**config.mk**
```make
export PLATFORM = sky130hd
export DESIGN_NAME = qte_div
export DESIGN_NICKNAME = d
export VERILOG_FILES = /design/src/rtl/qte_pkg.sv /design/src/rtl/qte_div.sv
export SDC_FILE = /design/constraint.sdc
export NUM_CORES = 2
export LEC_CHECK = 0
export BUFFER_PORTS_ARGS = -buffer_cell sky130_fd_sc_hd__buf_2
export CELL_PAD_IN_SITES_DETAIL_PLACEMENT = 1
export CELL_PAD_IN_SITES_GLOBAL_PLACEMENT = 1
export CORE_MARGIN = 1
export CORE_UTILIZATION = 30
export CTS_CLUSTER_DIAMETER = 200
export DETAILED_ROUTE_END_ITERATION = 7
export GPL_TIMING_DRIVEN = 1
export PLACE_DENSITY_LB_ADDON = 0.1
export SETUP_SLACK_MARGIN = 0.2
export SLEW_MARGIN = 15
export SYNTH_ARGS = -nofsm -noshare
export SYNTH_HDL_FRONTEND = slang
export SYNTH_SLANG_ARGS = --single-unit
```
**constraint.sdc**
```tcl
create_clock -name i_clk -period 3.93 [get_ports i_clk]
set_input_delay 0.1965 -clock i_clk [delete_from_list [all_inputs] [get_ports i_clk]]
set_output_delay 0.1965 -clock i_clk [all_outputs]
set_load 0.02 [all_outputs]
```
**src/rtl/qte_pkg.sv**
```systemverilog
// Shared types and constants for the quaternion to Euler angle converter.
package qte_pkg;

    localparam int QIN_W   = 16;          // input component width, Q2.14
    localparam int P_W     = 32;          // one product of two components
    localparam int ARG_W   = 34;          // sums of products and atan2 arguments
    localparam int N_W     = 33;          // squared norm, unsigned
    localparam int Q_W     = 30;          // magnitude of the pitch sine, Q0.30
    localparam int ROOT_W  = 31;          // pitch cosine, up to 2^30
    localparam int SQ_W    = 62;          // square root remainder
    localparam int CW      = 56;          // CORDIC vector registers
    localparam int ACC_W   = 26;          // CORDIC angle, degrees * 2^16
    localparam int PRE_SH  = 20;          // CORDIC operand prescale
    localparam int ROLL_W  = 16;
    localparam int PITCH_W = 15;

    localparam int DIV_LAT  = Q_W;
    localparam int SQRT_LAT = ROOT_W + 1;

    localparam logic signed [ACC_W-1:0] ANG_MAX_ROLL  = 26'sd23040;
    localparam logic signed [ACC_W-1:0] ANG_MAX_PITCH = 26'sd11520;
    localparam logic signed [ACC_W-1:0] DEG90         = 26'sd5898240;

    // atan(2^-i) in degrees * 2^16, rounded.
    localparam logic signed [ACC_W-1:0] ATAN_TAB [32] = '{
        26'sd2949120, 26'sd1740967, 26'sd919879, 26'sd466945,
        26'sd234379,  26'sd117304,  26'sd58666,  26'sd29335,
        26'sd14668,   26'sd7334,    26'sd3667,   26'sd1833,
        26'sd917,     26'sd458,     26'sd229,    26'sd115,
        26'sd57,      26'sd29,      26'sd14,     26'sd7,
        26'sd4,       26'sd2,       26'sd1,      26'sd0,
        26'sd0,       26'sd0,       26'sd0,      26'sd0,
        26'sd0,       26'sd0,       26'sd0,      26'sd0
    };

    typedef struct packed {
        logic signed [ARG_W-1:0] roll_y;
        logic signed [ARG_W-1:0] roll_x;
        logic signed [ARG_W-1:0] yaw_y;
        logic signed [ARG_W-1:0] yaw_x;
    } t_args;

    typedef struct packed {
        logic degen;
        logic sat_pos;
        logic sat_neg;
    } t_flags;

endpackage

```
**src/rtl/qte_div.sv**
```systemverilog
// Pipelined restoring divider, one quotient bit of the pitch sine per stage.
module qte_div (
    input  logic                                  i_clk,
    input  logic                                  i_rst_n,
    input  logic                                  i_en,
    input  logic                                  i_vld,
    input  logic [qte_pkg::N_W-1:0]               i_n,
    input  logic [qte_pkg::ARG_W-1:0]             i_abs_num,
    input  logic                                  i_neg,
    output logic                                  o_vld,
    output logic [qte_pkg::Q_W-1:0]               o_q,
    output logic                                  o_neg
);
    localparam int QW = qte_pkg::Q_W;
    localparam int NW = qte_pkg::N_W;
    localparam int RW = qte_pkg::ARG_W;

    logic [RW-1:0] r_rem [1:QW];
    logic [QW-1:0] r_quo [1:QW];
    logic [NW-1:0] r_n   [1:QW];
    logic          r_neg [1:QW];
    logic          r_vld [1:QW];

    for (genvar k = 0; k < QW; k++) begin : g_step
        logic [RW-1:0] rem_in, rem2;
        logic [QW-1:0] quo_in;
        logic [NW-1:0] n_in;
        logic          neg_in, vld_in, ge;

        if (k == 0) begin : g_first
            assign rem_in = i_abs_num;
            assign quo_in = '0;
            assign n_in   = i_n;
            assign neg_in = i_neg;
            assign vld_in = i_vld;
        end else begin : g_next
            assign rem_in = r_rem[k];
            assign quo_in = r_quo[k];
            assign n_in   = r_n[k];
            assign neg_in = r_neg[k];
            assign vld_in = r_vld[k];
        end

        assign rem2 = {rem_in[RW-2:0], 1'b0};
        assign ge   = (rem2 >= {1'b0, n_in});

        always_ff @(posedge i_clk) begin
            if (i_en) begin
                r_rem[k+1] <= ge ? (rem2 - {1'b0, n_in}) : rem2;
                r_quo[k+1] <= {quo_in[QW-2:0], ge};
                r_n[k+1]   <= n_in;
                r_neg[k+1] <= neg_in;
            end
        end

        always_ff @(posedge i_clk) begin
            if (!i_rst_n) begin
                r_vld[k+1] <= 1'b0;
            end else if (i_en) begin
                r_vld[k+1] <= vld_in;
            end
        end
    end

    assign o_vld = r_vld[QW];
    assign o_q   = r_quo[QW];
    assign o_neg = r_neg[QW];
endmodule

```
==> reports/summary.json <==
{
  "synthesis": {
    "synth_compound_area_share_pct": 14.73,
    "synth.mux.area_fraction_pct": 4.736,
    "ys_ff_latch": 2439,
    "synthTopCellsByArea": "sky130_fd_sc_hd__edfxtp_1 53%, sky130_fd_sc_hd__ha_1 9.0%, sky130_fd_sc_hd__a21oi_1 3.3%",
    "synth-adder-area-share_pct": 9.448,
    "synth_top_area_share_pct": 53.41,
    "number_of_unique_standard_cell_types_used_by_synthesis": 110,
    "count_of_flip_flops_with_a_built_in_enable_after_synthesis": 2439,
    "synth.cell_area_um2": 137100,
    "yosysSeqAreaShare_pct": 53.41,
    "area_share_of_and_or_nand_nor_cells_after_synthesis_pct": 8.481,
    "xor_and_xnor_area_share_after_synthesis_pct": 5.008,
    "post-synth-top-area-cell": "sky130_fd_sc_hd__edfxtp_1",
    "synth.yosys.warnings": 0,
    "syn_area_per_cell_um2": 11.59,
    "dominant_register_cell_in_the_synthesized_netlist": "sky130_fd_sc_hd__edfxtp_1",
    "synthesized_net_count": 12920,
    "syn-instance-count": 11830,
    "postSynth.asyncResetShare_pct": 0,
    "combinational_family_with_the_most_area_after_synthesis": "compound AO/OA/AOI/OAI gates"
  },
  "global_routing": {
    "met3_usage_pct": 1.662,
    "first_global_vias": 98050,
    "gr-max-usage-layer": "met2",
    "antenna_found_initial": 10,
    "met1_usage_pct": 21.29,
    "grt_pass1_wl_um": 600700,
    "grt.overflow.total": 0,
    "use_met2_pct": 29.99,
    "grt_max_degree": 131,
    "groute.usage.overall_pct": 16.67
  },
  "placement": {
    "finalWeightedCongestion": 0.8450,
    "portBuffers": 102,
    "place.detailed.hpwl_um": 303100,
    "total_placed_cells_including_tap_cells": 18010,
    "dp_worst_setup_slack_ns": -0.2494
  },
  "critical_path": {
    "cp_data_arrival_time_ns": 4.40,
    "setup.worst_path.start_class": "register",
    "rr_worst_depth": 13,
    "cp-end-kind": "register",
    "crit_path_max_incr_delay_ns": 0.56,
    "critPathMaxFanout": 9,
    "path_class": "register to register",
    "crit_chain": "ha_2, nand3_1, nor2_4, nand2_1, nor4_1, a31o_2, o31ai_1, a21oi_1, a2111oi_4, buf_6, buf_4, clkbuf_16, mux2_1",
    "required_arrival_time_at_the_worst_endpoint_ns": 4.57,
    "cpMaxStageDelayCell": "sky130_fd_sc_hd__edfxtp_1"
  },
  "cells_and_area": {
    "layout.cells.non_filler": 18760,
    "final_layout_size_suffix_gt1_share_pct": 13.54,
    "multi_input_comb_area_um2": 59250,
    "most_common_cell_after_layout_fill_and_taps_aside": "sky130_fd_sc_hd__edfxtp_1",
    "fillerInstances": 48830,
    "num-nets-final": 13630,
    "most-common-layout-cells": "2439 x sky130_fd_sc_hd__edfxtp_1, 1213 x sky130_fd_sc_hd__inv_1, 971 x sky130_fd_sc_hd__ha_1",
    "regArea_um2": 73240,
    "synthToLayoutAreaGrowth_pct": 17.02
  },
  "cts": {
    "worst_setup_hold_path_clk_slew_ns": 0.06,
    "cts_buffer_depth": 4,
    "ctsHtreeMaxLevel": 5,
    "numClockSinks": 2439,
    "cts-buffers-inserted": 309,
    "clk-insertion-delay-late_ns": 0.95,
    "tritoncts": "built",
    "clock-root-buffer": "sky130_fd_sc_hd__clkbuf_16"
  },
  "status": {
    "outcome": "complete, no violations"
  },
  "power_and_ir_drop": {
    "cellLeakagePower_uw": 0.06471,
    "worst_ir_drop_vdd_mv": 0.4071,
    "p_per_area_nw_per_um2": 861.1
  },
  "timing": {
    "timing.final.hold_violations": 0,
    "final.setup_skew_ns": 0.05530,
    "worst_pin_slew_ns": 1.006,
    "postLayoutSetupSlackWorst_ns": 0.1633,
    "finalCriticalPeriod_ns": 3.767,
    "min_period_over_period_pct": 95.84,
    "unrepaired_setup_endpoints_after_global_routing": "true",
    "finalSetupViolCount": 0,
    "drv_slew": 0,
    "max_slew_margin_pct": 32.92,
    "fmax_mhz": 265.5
  },
  "die": {
    "core_area_um2": 453700,
    "num_io_pins": 104,
    "die_y_um": 678.1,
    "placement_rows": 247,
    "die_x_um": 678.1,
    "initial_core_utilization_pct": 30.22,
    "floorplan.die_area_um2": 459800
  },
  "min_path": {
    "hold-path-cell-count": 2,
    "hold_class": "input pin to register"
  },
  "routing": {
    "drt_first_iter_violations": 4811,
    "routed_wl_um": 395300,
    "detailroute.via_count": 92590,
    "drt-vias-per-instance": 4.935,
    "firstDrtPassIters": 5,
    "drtAntennaViolNets": 0,
    "wl_per_cell_um": 21.07,
    "drc": 0
  },
  "run": {
    "drv_cap": 0
  }
}
==> final cells by class <==
cell class / count / area share, %
Clock inverter: 190 / 1.173
Clock buffer: 363 / 5.065
Tap cell: 5976 / 4.660
Inverter: 1220 / 2.859
Timing Repair Buffer: 638 / 3.670
Sequential cell: 2439 / 45.64
Multi-Input combinational cell: 7932 / 36.92
Antenna cell: 4 / 0.006238
==> kinds of logic after synthesis <==
group | count (synthesis)
flops | 2439
mux | 562
buf+inv | 1464
fa+ha+maj | 1018
compound gates | 3123
xor+xnor | 784
simple gates | 2444
==> report_power, final <==
| group | switching, µW | total [µW] | internal, µW | leakage (µW) |
|---|---|---|---|---|
| clock network | 11600 | 28200 | 16600 | 0.00482 |
| logic | 35700 | 65800 | 30100 | 0.0360 |
| registers | 5320 | 44200 | 38800 | 0.0239 |
==> state kept, by name, indices dropped and copies added, names as in the netlist <==
| register | flops |
|---|---|
| r_n | 957 |
| r_quo | 465 |
| r_neg | 30 |
| r_vld | 30 |
| r_rem | 957 |
==> worst max-delay path: cells and delay by family (launching register included) <==
kind | cells | cell delay [ns]
flops | 1 | 0.56
fa+ha+maj | 1 | 0.47
mux | 1 | 0.33
buf+inv | 3 | 0.46
simple gates | 4 | 0.94
compound gates | 4 | 0.71
==> per-stage QoR <==
stage | hold WS [ns] | cell area [µm²] | util, % | power, µW | setup TNS [ns]
after global placement | 0.3821 | 147300 | 32.47 | 107700 | -3.008
after detailed placement | 0.3879 | 147300 | 32.47 | 108500 | -1.908
final | 0.1274 | 160500 | 35.37 | 138200 | 0
after floorplan | 0.2954 | 137100 | - | 87710 | 0
after CTS | 0.0003045 | 159000 | 35.04 | 138800 | 0
after global routing | 0.06054 | 160500 | 35.37 | 148100 | 0
==> routing by layer <==
layer	up-vias	wire (µm)
met5	-	0
met2	1033	198300
li1	45120	-
met1	45900	176300
met4	0	10640
met3	532	10100
==> path summary, 6_finish.rpt <==
path,to,slack [ns],startpoint
worst min-delay path,r_n[1][0]$_DFFE_PP_,0.13,i_n[0]
worst max-delay path,r_rem[22][23]$_DFFE_PP_,0.16,r_rem[21][24]$_DFFE_PP_
worst max register to register,r_rem[22][23]$_DFFE_PP_,0.16,r_rem[21][24]$_DFFE_PP_
worst min register to register,r_quo[8][2]$_DFFE_PP_,0.39,r_quo[7][1]$_DFFE_PP_
==> Yosys cell counts, types with 54 or more instances <==
library cell                  n
sky130_fd_sc_hd__nand4_1    135
sky130_fd_sc_hd__edfxtp_1  2439
sky130_fd_sc_hd__a211oi_1    82
sky130_fd_sc_hd__nor2_1     668
sky130_fd_sc_hd__mux2_1      80
sky130_fd_sc_hd__xor2_1     287
sky130_fd_sc_hd__and2_1      67
sky130_fd_sc_hd__o21ai_0    665
sky130_fd_sc_hd__a21oi_1    914
sky130_fd_sc_hd__o21bai_1   135
sky130_fd_sc_hd__ha_1       989
sky130_fd_sc_hd__nor3_1     151
sky130_fd_sc_hd__nand3_1    172
sky130_fd_sc_hd__nand2b_1   111
sky130_fd_sc_hd__o31ai_1     87
sky130_fd_sc_hd__o21a_1     164
sky130_fd_sc_hd__inv_1     1218
sky130_fd_sc_hd__a21o_1     494
sky130_fd_sc_hd__mux2_2     398
sky130_fd_sc_hd__and3_1     105
sky130_fd_sc_hd__nand2_1    701
sky130_fd_sc_hd__mux2_4      54
sky130_fd_sc_hd__xnor2_1    497
sky130_fd_sc_hd__nor2b_1    132
sky130_fd_sc_hd__clkbuf_1   160
sky130_fd_sc_hd__a31oi_1     87
==> repair_timing <==
action	in CTS	in global routing
pin swaps	6	61
setup buffers	14	60
gates resized for setup	55	193
gates cloned	4	9
hold buffers	111	0
endpoints found under the setup margin	358	699
endpoints found under the hold margin	130	0
(Power assumes the default switching activity.)
